$ cat src/sv/sme_ram.sv
`timescale 1ns / 1ps
// Simple dual-port synchronous RAM with a registered read port.
module sme_ram #(
    parameter int DEPTH = 64,
    parameter int AW    = 6,
    parameter int DW    = 32
) (
    input  logic          aclk,
    input  logic          wr_en,
    input  logic [AW-1:0] wr_addr,
    input  logic [DW-1:0] wr_data,
    input  logic          rd_en,
    input  logic [AW-1:0] rd_addr,
    output logic [DW-1:0] rd_data
);

    logic [DW-1:0] mem [DEPTH];
    logic [DW-1:0] rd_data_reg;

    always_ff @(posedge aclk) begin
        if (wr_en) begin
            mem[wr_addr] <= wr_data;
        end
    end

    always_ff @(posedge aclk) begin
        if (rd_en) begin
            rd_data_reg <= mem[rd_addr];
        end
    end

    assign rd_data = rd_data_reg;

endmodule

$ cat config.mk
export PLATFORM = sky130hd
export DESIGN_NAME = sme_ram
export DESIGN_NICKNAME = d
export VERILOG_FILES = /design/src/sv/sme_ram.sv
export SDC_FILE = /design/constraint.sdc
export NUM_CORES = 2
export LEC_CHECK = 0
export BUFFER_PORTS_ARGS = -buffer_cell sky130_fd_sc_hd__buf_2
export CAP_MARGIN = 25
export CORE_UTILIZATION = 57
export DETAILED_ROUTE_END_ITERATION = 8
export HOLD_SLACK_MARGIN = 0.05
export PLACE_DENSITY = 0.76
export SETUP_SLACK_MARGIN = 0.02
export SKIP_CTS_REPAIR_TIMING = 1
export SLEW_MARGIN = 20
export SYNTH_ARGS = -nofsm -noshare
export SYNTH_HDL_FRONTEND = slang
export SYNTH_SLANG_ARGS = --single-unit
$ cat constraint.sdc
create_clock -name aclk -period 3.3 [get_ports aclk]
set_input_delay 0.165 -clock aclk [delete_from_list [all_inputs] [get_ports aclk]]
set_output_delay 0.165 -clock aclk [all_outputs]
set_load 0.02 [all_outputs]
==> metrics.cfg <==
[cells_and_area]
drive_above_1_share = 0.3009
largest_reg_flops = 2048
fin_area_um2 = 89580
syn_to_final_growth_pct = 13.63
nets = 3690

[timing]
tightest_slew_ns = 1.064
finalHoldViolCount = 0
rsz0062_at_grt = no
drv_slew = 0
skew_ns = 0.01918
slew_headroom = 0.2904
period_share = 0.7854
finalSetupTns_ns = 0
fin_crit_ns = 2.592
setup_violations = 0
max_freq_mhz = 385.8

[synth]
synthFlopType = edfxtp_1
synth-adder-area-share = 0
yosysUniqueCellTypes = 33
synth_top_area_share = 0.7923
synth_nets = 3371
yosysTopAreaCell = edfxtp_1
ys_warn_count = 0
netlist_instances = 3324
synth-xor-area-share = 0
synth-edff-count = 2080
ys_ff_latch = 2080
synth_compound_area_frac = 0.01666
synth_top_family_by_area = multiplexers
synth_area_leaders = edfxtp_1 (79%), mux4_2 (16%), mux2i_1 (1.2%)
yosys.area_share.simple = 0.01260
muxShareOfSynthArea = 0.1672
syn-cell-area_um2 = 78840
synth.most_common_cell = edfxtp_1
synth-seq-area-share = 0.7923
synth_commonest_cells = edfxtp_1 (2080), mux4_2 (544), nor2_1 (137)
synthArstFlopShare = 0
syn_area_per_cell_um2 = 23.72

[setup_path]
critPathRequiredTime_ns = 3.81
worst_setup_path_end_kind = register
critPathMaxStageDelay_ns = 0.79
critPathLaunchType = register
cp_slowest_cell = o22ai_1
path_common_cell = mux4_2
worstPathMaxFanout = 1
arrival_ns = 3.11
crit_type = register to register
cp_cell_sequence = mux4_2 > mux4_2 > o22ai_1 > nor2_1

[detailed_routing]
avgViaCountPerCell = 6.926
post_drt_wl_per_cell_um = 35.98
drt-total-wl_um = 201300
num_vias = 38737
drt-pass1-iter-count = 5
drc = 0
first_iter_violations = 5535
wl_met1_um = 70400
ant_nets = 0
routed-wl-met2_um = 96620
wl_met3_um = 24180
top_layer = met5

[die]
fp.coreArea_um2 = 137300
die_h_um = 373.9
io_pins = 79
start_util = 0.5741
die_area_um2 = 139800
fp.dieW_um = 373.9
row_count = 136

[clock_tree]
clock_latency_ns = 0.81
ctsRootBufferMaster = clkbuf_16
clock-sinks = 2080
cts-htree-levels = 4
clk_pin_slew_ns = 0.06
cts_buffers = 192
cts_max_path_buffers = 3
cts_tree = yes

[grt]
antenna_found_initial = 8
grt_pass1_vias = 39113
grt_pass1_wl_um = 284100
grt-ovfl-total = 0
grt_max_degree = 68
grt_use_total = 0.2900

[job]
max_cap_violations = 0

[outcome]
status = completed

[power]
clock_power_share = 0.399
swShare = 0.2090
p_leak_nw = 28.00
switching_power_mw = 11.20
vdd_drop_max_v = 0.0005721
power_frac_seq = 0.549
intPower_mw = 42.40
pwr_density_cell_nw_per_um2 = 598.4
combPwrFrac = 0.053

[worst_hold_path]
hold_class = input port to register

[placed_design]
dp_hpwl_um = 106800
place_area_um2 = 83110
portBuffers = 78
gp_congestion = 0.8019

through the flow:
stage	worst slack, ns	std cells	utilization	total power, mW	hold WS, ns
4_1_cts	0.7721	5551	0.6487	53.71	-0.2906
2_1_floorplan	0.4831	3324	-	31.39	0.2639
3_3_place_gp	0.001638	5199	0.6042	32.61	0.5616
5_1_grt	0.7573	5590	0.6523	54.79	0.08775
6_report	0.7082	5593	0.6523	53.60	0.1065
3_5_place_dp	0.02449	5205	0.6053	32.70	0.5639
power groups by stage:
stage	clock, mW	sequential, mW	combinational (mW)
floorplan	0	30.0	1.42
detailed placement	0	30.0	2.72
global placement	0	30.0	2.64
global route	22.4	29.4	2.93
CTS	21.5	29.4	2.75
finish	21.4	29.4	2.83
kinds of logic (layout without fill, tap and decap cells):
family | Yosys count | after routing
other | 0 | 4
AOI/OAI and AO/OA | 202 | 202
buffers and inverters | 182 | 653
muxes | 637 | 637
DFF | 2080 | 2080
and+or+nand+nor | 223 | 223
per-layer routing:
metal	up-vias	global-route usage
met4	6	0.1317
met2	2923	0.4536
met1	20397	0.3985
li1	14913	-
met3	498	0.06151
met5	-	0
layout make-up:
cell class,count,area (um2)
Sequential cell,2080,62460
Fill cell,8231,47740
Multi-Input combinational cell,1062,15980
Clock buffer,249,5210
Timing Repair Buffer,307,2920
Tap cell,1794,2245
Clock inverter,97,755.7
Antenna cell,4,10.01
worst max-delay path, delay by kind of cell, from the launching register on:
family           cells  cell delay [ns]
multiplexers         2             0.98
flip-flops           1             0.39
AND/OR/NAND/NOR      1             0.14
AO/OA/AOI/OAI        1             0.79
final timing paths:
check                                 start           to  slack (ns)  cells after the start
worst max-delay path            mem[51][14]  rd_data[14]        0.71                      4
worst min-delay path            wr_data[30]  mem[22][30]        0.11                      1
worst max register to register  mem[51][14]  rd_data[14]        0.71                      4
worst min register to register   mem[28][4]   rd_data[4]        0.84                      4
cells in the final DEF, fill, tap and decap left out, types with 31 or more instances in the layout:
| master | instances |
|---|---|
| a21oi_1 | 62 |
| o22ai_1 | 84 |
| clkbuf_1 | 48 |
| nor2_1 | 75 |
| edfxtp_1 | 2080 |
| buf_2 | 58 |
| buf_12 | 48 |
| clkinv_2 | 32 |
| clkinv_1 | 45 |
| clkbuf_16 | 201 |
| dlygate4sd3_1 | 31 |
| mux4_2 | 544 |
| mux2i_1 | 93 |
| buf_4 | 164 |
| nor2_4 | 62 |
Note: power is estimated with default switching activity, not from simulation.
