### src/sv/sme_pkg.sv
`timescale 1ns / 1ps
// Shared types and constants of the stack machine execute unit.
package sme_pkg;

    localparam int DATA_W      = 32;
    localparam int CMD_W       = 4;
    localparam int VIX_W       = 6;
    localparam int STATUS_W    = 3;
    localparam int DEPTH_OUT_W = 7;
    // Number of variable slots that the index field can reach.
    localparam int VAR_LIMIT   = 1 << VIX_W;

    typedef enum logic [CMD_W-1:0] {
        CMD_PUSH     = 4'd0,
        CMD_POP      = 4'd1,
        CMD_SETLOCAL = 4'd2,
        CMD_GETLOCAL = 4'd3,
        CMD_ADD      = 4'd4,
        CMD_SUB      = 4'd5,
        CMD_MUL      = 4'd6,
        CMD_DIV      = 4'd7,
        CMD_PRINT    = 4'd8
    } cmd_t;

    typedef enum logic [STATUS_W-1:0] {
        STS_OK         = 3'd0,
        STS_UNDERFLOW  = 3'd1,
        STS_OVERFLOW   = 3'd2,
        STS_DIV_ZERO   = 3'd3,
        STS_UNDECLARED = 3'd4
    } status_t;

    typedef enum logic [2:0] {
        FSM_IDLE,
        FSM_LOAD,
        FSM_EXEC,
        FSM_DIV,
        FSM_DONE
    } fsm_t;

    typedef struct packed {
        logic              start;
        logic [DATA_W-1:0] dividend;
        logic [DATA_W-1:0] divisor;
    } div_req_t;

    typedef struct packed {
        logic              done;
        logic [DATA_W-1:0] quotient;
    } div_rsp_t;

endpackage

### src/sv/sme_div.sv
`timescale 1ns / 1ps
// Iterative signed divider, one quotient bit per cycle, truncating toward zero.
module sme_div (
    input  logic             aclk,
    input  logic             aresetn,
    input  sme_pkg::div_req_t req,
    output sme_pkg::div_rsp_t rsp
);

    localparam int DW = sme_pkg::DATA_W;
    localparam int CNTW = $clog2(DW);
    localparam logic [CNTW-1:0] LAST_STEP = CNTW'(DW - 1);

    logic            busy_reg, busy_next;
    logic            done_reg, done_next;
    logic [CNTW-1:0] step_reg, step_next;
    logic [DW-1:0]   rem_reg, rem_next;
    logic [DW-1:0]   quo_reg, quo_next;
    logic [DW-1:0]   dmag_reg, dmag_next;
    logic            neg_reg, neg_next;

    logic [DW:0]     rem_shift;
    logic [DW:0]     diff;
    logic            num_neg, den_neg;

    always_comb begin
        num_neg   = req.dividend[DW-1];
        den_neg   = req.divisor[DW-1];
        rem_shift = {rem_reg, quo_reg[DW-1]};
        diff      = rem_shift - {1'b0, dmag_reg};

        busy_next = busy_reg;
        done_next = 1'b0;
        step_next = step_reg;
        rem_next  = rem_reg;
        quo_next  = quo_reg;
        dmag_next = dmag_reg;
        neg_next  = neg_reg;

        if (req.start) begin
            busy_next = 1'b1;
            step_next = '0;
            rem_next  = '0;
            quo_next  = num_neg ? (DW'(0) - req.dividend) : req.dividend;
            dmag_next = den_neg ? (DW'(0) - req.divisor) : req.divisor;
            neg_next  = num_neg ^ den_neg;
        end else if (busy_reg) begin
            // Restoring step: keep the trial difference when it did not go negative.
            if (!diff[DW]) begin
                rem_next = diff[DW-1:0];
            end else begin
                rem_next = rem_shift[DW-1:0];
            end
            quo_next  = {quo_reg[DW-2:0], ~diff[DW]};
            step_next = step_reg + CNTW'(1);
            if (step_reg == LAST_STEP) begin
                busy_next = 1'b0;
                done_next = 1'b1;
            end
        end
    end

    always_ff @(posedge aclk) begin
        if (!aresetn) begin
            busy_reg <= 1'b0;
            done_reg <= 1'b0;
            step_reg <= '0;
        end else begin
            busy_reg <= busy_next;
            done_reg <= done_next;
            step_reg <= step_next;
        end
    end

    always_ff @(posedge aclk) begin
        rem_reg  <= rem_next;
        quo_reg  <= quo_next;
        dmag_reg <= dmag_next;
        neg_reg  <= neg_next;
    end

    assign rsp.done     = done_reg;
    assign rsp.quotient = neg_reg ? (DW'(0) - quo_reg) : quo_reg;

endmodule

### config.mk
export PLATFORM = sky130hd
export DESIGN_NAME = sme_div
export DESIGN_NICKNAME = d
export VERILOG_FILES = /design/src/sv/sme_pkg.sv /design/src/sv/sme_div.sv
export SDC_FILE = /design/constraint.sdc
export NUM_CORES = 1
export LEC_CHECK = 0
export BUFFER_PORTS_ARGS = -buffer_cell sky130_fd_sc_hd__buf_4
export CAP_MARGIN = 0
export CORE_ASPECT_RATIO = 1.2
export CORE_UTILIZATION = 45
export DETAILED_ROUTE_END_ITERATION = 10
export GPL_TIMING_DRIVEN = 0
export PLACE_DENSITY = 0.62
export SYNTH_ARGS = -nofsm -noshare
export SYNTH_HDL_FRONTEND = slang
export SYNTH_SLANG_ARGS = --single-unit
export TNS_END_PERCENT = 100
### constraint.sdc
create_clock -name aclk -period 5.9 [get_ports aclk]
set_clock_uncertainty 0.1 [all_clocks]
set_input_delay 1.475 -clock aclk [delete_from_list [all_inputs] [get_ports aclk]]
set_output_delay 1.475 -clock aclk [all_outputs]
set_load 0.005 [all_outputs]
==> results_dict.tcl, run 1 <==
set metrics [dict create \
    tightest_slew_ps 1250 \
    design.die.area_um2 17500 \
    ios 100 \
    clkSinkCount 104 \
    vias 6652 \
    r2r-end "rem_reg[20]" \
    root_buffer "clkbuf_16" \
    startpoint_type "register" \
    io_buffer_count 99 \
    grt_usage_pct 23.1 \
    power.leakage_nw 3.59 \
    synth_most_common_cell "nand2_1" \
    diodes 0 \
    netlist_instances 887 \
    wl_met2_mm 9.49 \
    wl_mm 19.3 \
    die_h_um 145 \
    hold_viol_final 0 \
    cts_tree "done" \
    final_nets 1102 \
    pre_cts_ws_ps 1040 \
    period_share_pct 77.6 \
    cts_resized 0 \
    cts.clk_slew.worst_paths_ps 80 \
    cap_violations 0 \
    fin_crit_ps 4580 \
    grt_pass1_vias 6294 \
    reg2reg_depth 13 \
    seqCellArea_um2 2730 \
    drc_errors 0 \
    ys.flop_type "edfxtp_1" \
    startpoint "quo_reg[1]" \
    syn_area_um2 7620 \
    drt-initial-drc-count 446 \
    path_cells "nor3_1, nand2_1, or3_1, inv_1, nand2_1, or2_2, inv_1, nand2_1, o31ai_1, xnor2_1, buf_4" \
    wl_met1_mm 8.88 \
    rr_startpoint "quo_reg[31]" \
    routed-wl-met3_um 693 \
    insertion_delay_ps 360 \
    rows 51 \
    timing.hold.ws_ps 404 \
    routedWlPerCell_um 15.9 \
    dp_hpwl_mm 15.1 \
    slew_violations 0 \
    nFillCells 1557 \
    finalSetupTns_ps 0 \
    synth.cells.most_frequent "103 x nand2_1, 89 x nor2_1, 79 x xnor2_1" \
    synthDominantCellAreaShare_pct 25.6 \
    cts-htree-levels 3 \
    end_kind "output pin" \
    cts-buffers-inserted 9 \
    area_delta_synth_final_pct 17.0 \
    core_area_um2 16400 \
    antenna_found_initial 0 \
    dr.pass1.iters 5 \
    crit_arrival_ps 3010 \
    grt_max_degree 36 \
    synth_edf_count 65 \
    crit_fanout 5 \
    multi_input_area_um2 4530 \
    gp_congestion 0.835 \
    worst-r2r-setup-slack_ps 1510 \
    postSynth.asyncResetShare_pct 0 \
    grt_pass1_wl_mm 31.5 \
    synth_warnings 0 \
    hold_class "reg -> reg" \
    yosysTopAreaCell "edfxtp_1" \
    syn-num-nets 992 \
    yosysUniqueCellTypes 63 \
    vdd_ir_drop_max_mv 0.129 \
    setup_viol 0 \
    ant_nets 0 \
    highest_layer "met4" \
    crit_end "rsp[31]" \
    start_util_pct 46.4 \
    rsz0062_at_grt "no" \
    yosys-top-cells-area "edfxtp_1 26%, dfxtp_1 10%, xnor2_1 9.1%" \
    post_cts_buffers 0 \
    ys_ff_latch 104 \
    fmax_mhz 218 \
    detail_route.vias_per_cell 5.48 \
    crit_required_ps 4320 \
    hold_buffers 0 \
    drive_above_1_share_pct 13.5 \
    setup_ws_ps 1320 \
    timing.slew.headroom_pct 16.4 \
    p_per_area_nw_per_um2 250 \
    path_common_cell "nand2_1" \
    overflow 0 \
    crit_type "reg -> out" \
    cts_buffer_depth 2 \
    outcome "finished clean" \
    seq_area_frac_synth_pct 35.9 \
    synth.avg_cell_area_um2 8.59 \
    slowest_stage "edfxtp_1" \
    dieWidth_um 121 \
    slowest_delay_ps 440 \
]
-- cells in the final DEF (no fill, tap or decap), drive strengths merged, types with 5 or more instances in the layout --
master | netlist | layout
or4 | 21 | 21
nor3 | 11 | 11
clkbuf | 34 | 44
o21ai | 58 | 58
a211oi | 10 | 10
xnor2 | 79 | 79
nor2b | 6 | 6
nand2 | 103 | 103
xor2 | 41 | 41
dfxtp | 39 | 39
a21oi | 66 | 66
nand3 | 12 | 12
o41ai | 16 | 16
inv | 52 | 56
buf | 7 | 106
a311oi | 17 | 17
ha | 37 | 37
nand2b | 14 | 14
o31ai | 24 | 24
nor2 | 89 | 89
edfxtp | 65 | 65
o211ai | 5 | 5
a31oi | 7 | 7
a41oi | 5 | 5
a21o | 16 | 16
or3 | 7 | 7
-- logic make-up after synthesis --
family / count (synthesis) / share of synthesized area [%]
and+or+nand+nor: 282 / 17.6
AOI/OAI and AO/OA: 246 / 21.2
xor gates and xnor gates: 120 / 13.8
DFF: 104 / 35.9
buffers and inverters: 93 / 4.70
adders and majority gates: 38 / 6.34
muxes: 4 / 0.526
-- critical path: cells and delay by family (launching register included) --
family	cells	cell delay, ps
AOI/OAI and AO/OA	1	370
xor gates and xnor gates	1	200
DFF	1	440
and+or+nand+nor	6	1330
buffers and inverters	3	300
-- stage by stage --
stage               utilization [%]  cell area (µm²)  power, mW  std cells
floorplan                         -             7620       1.39        887
global placement               52.6             8630       1.64       1198
detailed placement             52.6             8630       1.65       1198
CTS                            54.4             8910       2.25       1214
global route                   54.4             8910       2.37       1214
finish                         54.4             8910       2.23       1214
-- cell type report --
cell class,instances,share of cell area (%)
multi-input combinational,690,50.8
sequential,104,30.7
clock inverter,6,0.547
clock buffer,10,2.68
inverter,52,2.19
tap,212,2.98
buffer,41,1.82
timing repair buffer,99,8.34
-- per-layer routing --
metal	vias to the layer above	global-route usage, %
met5	-	0
met4	0	6.56
met3	20	3.08
met2	155	41.6
met1	3065	28.7
li1	3412	-
-- worst min path at each step --
stage	start	to	slack, ps	cells past startpoint
global route	rem_reg[11]	rem_reg[12]	440	2
global placement	step_reg[4]	step_reg[4]	380	2
finish	rem_reg[23]	rem_reg[23]	400	2
CTS	rem_reg[23]	rem_reg[23]	410	2
floorplan	rem_reg[17]	rem_reg[17]	350	2
detailed placement	rem_reg[10]	rem_reg[11]	400	2
-- where the power goes --
group,switching [mW],total (mW),internal [mW]
sequential,0.0617,0.919,0.857
clock,0.288,0.592,0.304
combinational,0.396,0.716,0.320
Power figures use the tool's default switching activity.
==> run 2, diff against run 1 <==
Clock period 5.9 ns to 4.4 ns, I/O delays scaled along.
==> run 2 against run 1 <==
Clock-buffer cell count did not move. Largest power group unchanged. Critical path type is now in -> reg. Wire length barely moved. Die area did not move. Combinational power rose by 35%. Critical path depth did not move. Core utilization rose by 0.24 points. Register-to-register slack got worse by 1300 ps. Non-clock buffer count did not move.
==> results_dict.tcl, run 2 (synthesis results as in run 1) <==
set metrics [dict create \
    nFillCells 1550 \
    clkSinkCount 104 \
    design.die.area_um2 17500 \
    p_per_area_nw_per_um2 334 \
    final_area_um2 8950 \
    post_cts_buffers 0 \
    antenna_found_initial 0 \
    placed_cell_area_um2 8630 \
    ios 100 \
    cts_tree "done" \
    setup_viol 0 \
    detail_route.vias_per_cell 5.49 \
    vias 6659 \
    grt_pass1_vias 6294 \
    setup_ws_ps 254 \
    startpoint_type "input port" \
    fin_crit_ps 4150 \
    grt_max_degree 36 \
    crit_buf_inv 1 \
    period_share_pct 94.2 \
    crit_required_ps 4390 \
    core_area_um2 16400 \
    outcome "finished clean" \
    drive_above_1_share_pct 14.4 \
    cap_violations 0 \
    rsz0062_at_grt "no" \
    hold_viol_final 0 \
    cts_buffer_depth 2 \
    ant_nets 0 \
    overflow 0 \
    post-route-util_pct 54.6 \
    diodes 0 \
    tightest_slew_ps 1250 \
    dr.pass1.iters 4 \
    root_buffer "clkbuf_16" \
    path_cells "buf_4, nor4_1, nand2b_1, nor3_2, nand2_1, or3_1, or4_1, or4_1, o31ai_1, xor2_1, a21oi_1" \
    cts-buffers-inserted 9 \
    wl_mm 19.3 \
    cts-htree-levels 3 \
    final_cell_mix "103 x nand2_1, 101 x buf_4, 89 x nor2_1" \
    io_buffer_count 99 \
    grt_usage_pct 23.1 \
    fmax_mhz 241 \
    rows 51 \
    insertion_delay_ps 360 \
    path_common_cell "or4_1" \
    dp_hpwl_mm 15.1 \
    drc_errors 0 \
    pre_cts_ws_ps -88.3 \
    end_kind "register" \
    drt-initial-drc-count 460 \
    final_nets 1102 \
    dieWidth_um 121 \
    final_common_cell "nand2_1" \
    die_h_um 145 \
    gp_congestion 0.835 \
    slew_violations 0 \
    slowest_delay_ps 570 \
    grt_pass1_wl_mm 31.5 \
    crit_family "simple AND/OR/NAND/NOR gates" \
    area_delta_synth_final_pct 17.5 \
    start_util_pct 46.4 \
    timing.slew.headroom_pct 16.5 \
    vdd_ir_drop_max_mv 0.173 \
    slowest_stage "or4_1" \
    crit_fanout 4 \
    routedWlPerCell_um 15.9 \
    crit_type "in -> reg" \
    hold_class "reg -> reg" \
    cts.clk_slew.worst_paths_ps 80 \
    crit_arrival_ps 4140 \
    power.leakage_nw 3.62 \
]
## run 2: stage by stage
stage / setup TNS (ps) / hold slack, ps / total power [mW] / std cells
after global placement: -78.2 / 383 / 2.21 / 1198
after detailed placement: -89.8 / 400 / 2.21 / 1198
after global routing: 0 / 440 / 3.18 / 1214
after floorplan: 0 / 353 / 1.86 / 887
after CTS: 0 / 410 / 3.01 / 1214
final: 0 / 404 / 2.99 / 1214
## run 2: path summary, 6_finish.rpt
path / slack (ps) / cells past startpoint / start / endpoint
setup / recovery: 250 / 11 / req[36] / quo_reg[28]
hold / removal: 400 / 2 / rem_reg[23] / rem_reg[23]
setup reg to reg: 260 / 13 / quo_reg[31] / rem_reg[14]
hold reg to reg: 400 / 2 / rem_reg[23] / rem_reg[23]
## run 2: layout make-up
type,count,area (µm²),area share [%]
inverters,52,195,2.18
well taps,212,265,2.96
clock inverters,6,48.8,0.545
repair buffers,99,743,8.30
plain buffers,41,168,1.87
multi-input cells,690,4560,51.0
flip-flops and latches,104,2730,30.5
clock buffers,10,239,2.67
## run 2: power by group
part / total, mW / switching, mW / internal, mW
clock network: 0.793 / 0.385 / 0.408
logic: 0.967 / 0.534 / 0.433
registers: 1.23 / 0.0834 / 1.15
## run 2: worst reg2reg max path, cell delays in order, from the launching register on
cell and delay (ps):
edfxtp_1 410, inv_1 60, ha_1 220, fa_1 390, nand2b_1 220, a21oi_1 240, a31oi_1 220, o211ai_1 320
a21o_1 240, a41oi_1 400, xnor2_2 480, clkbuf_1 380, nand2_1 110, a311oi_1 280
## run 2: repair_timing
| action | 4_1_cts | 5_1_grt |
|---|---|---|
| endpoints found under the setup margin | 0 | 28 |
| gates resized for setup | 0 | 13 |
| hold buffers | 0 | 0 |
| hold endpoints to repair | 0 | 0 |
## run 2: metal layers
layer | routed length (µm) | GRT usage (%) | part of all wire, %
met1 | 8800 | 28.7 | 45
met2 | 9450 | 41.6 | 49
met3 | 771 | 3.08 | 4.0
met4 | 323 | 6.56 | 1.7
met5 | 0 | 0 | 0
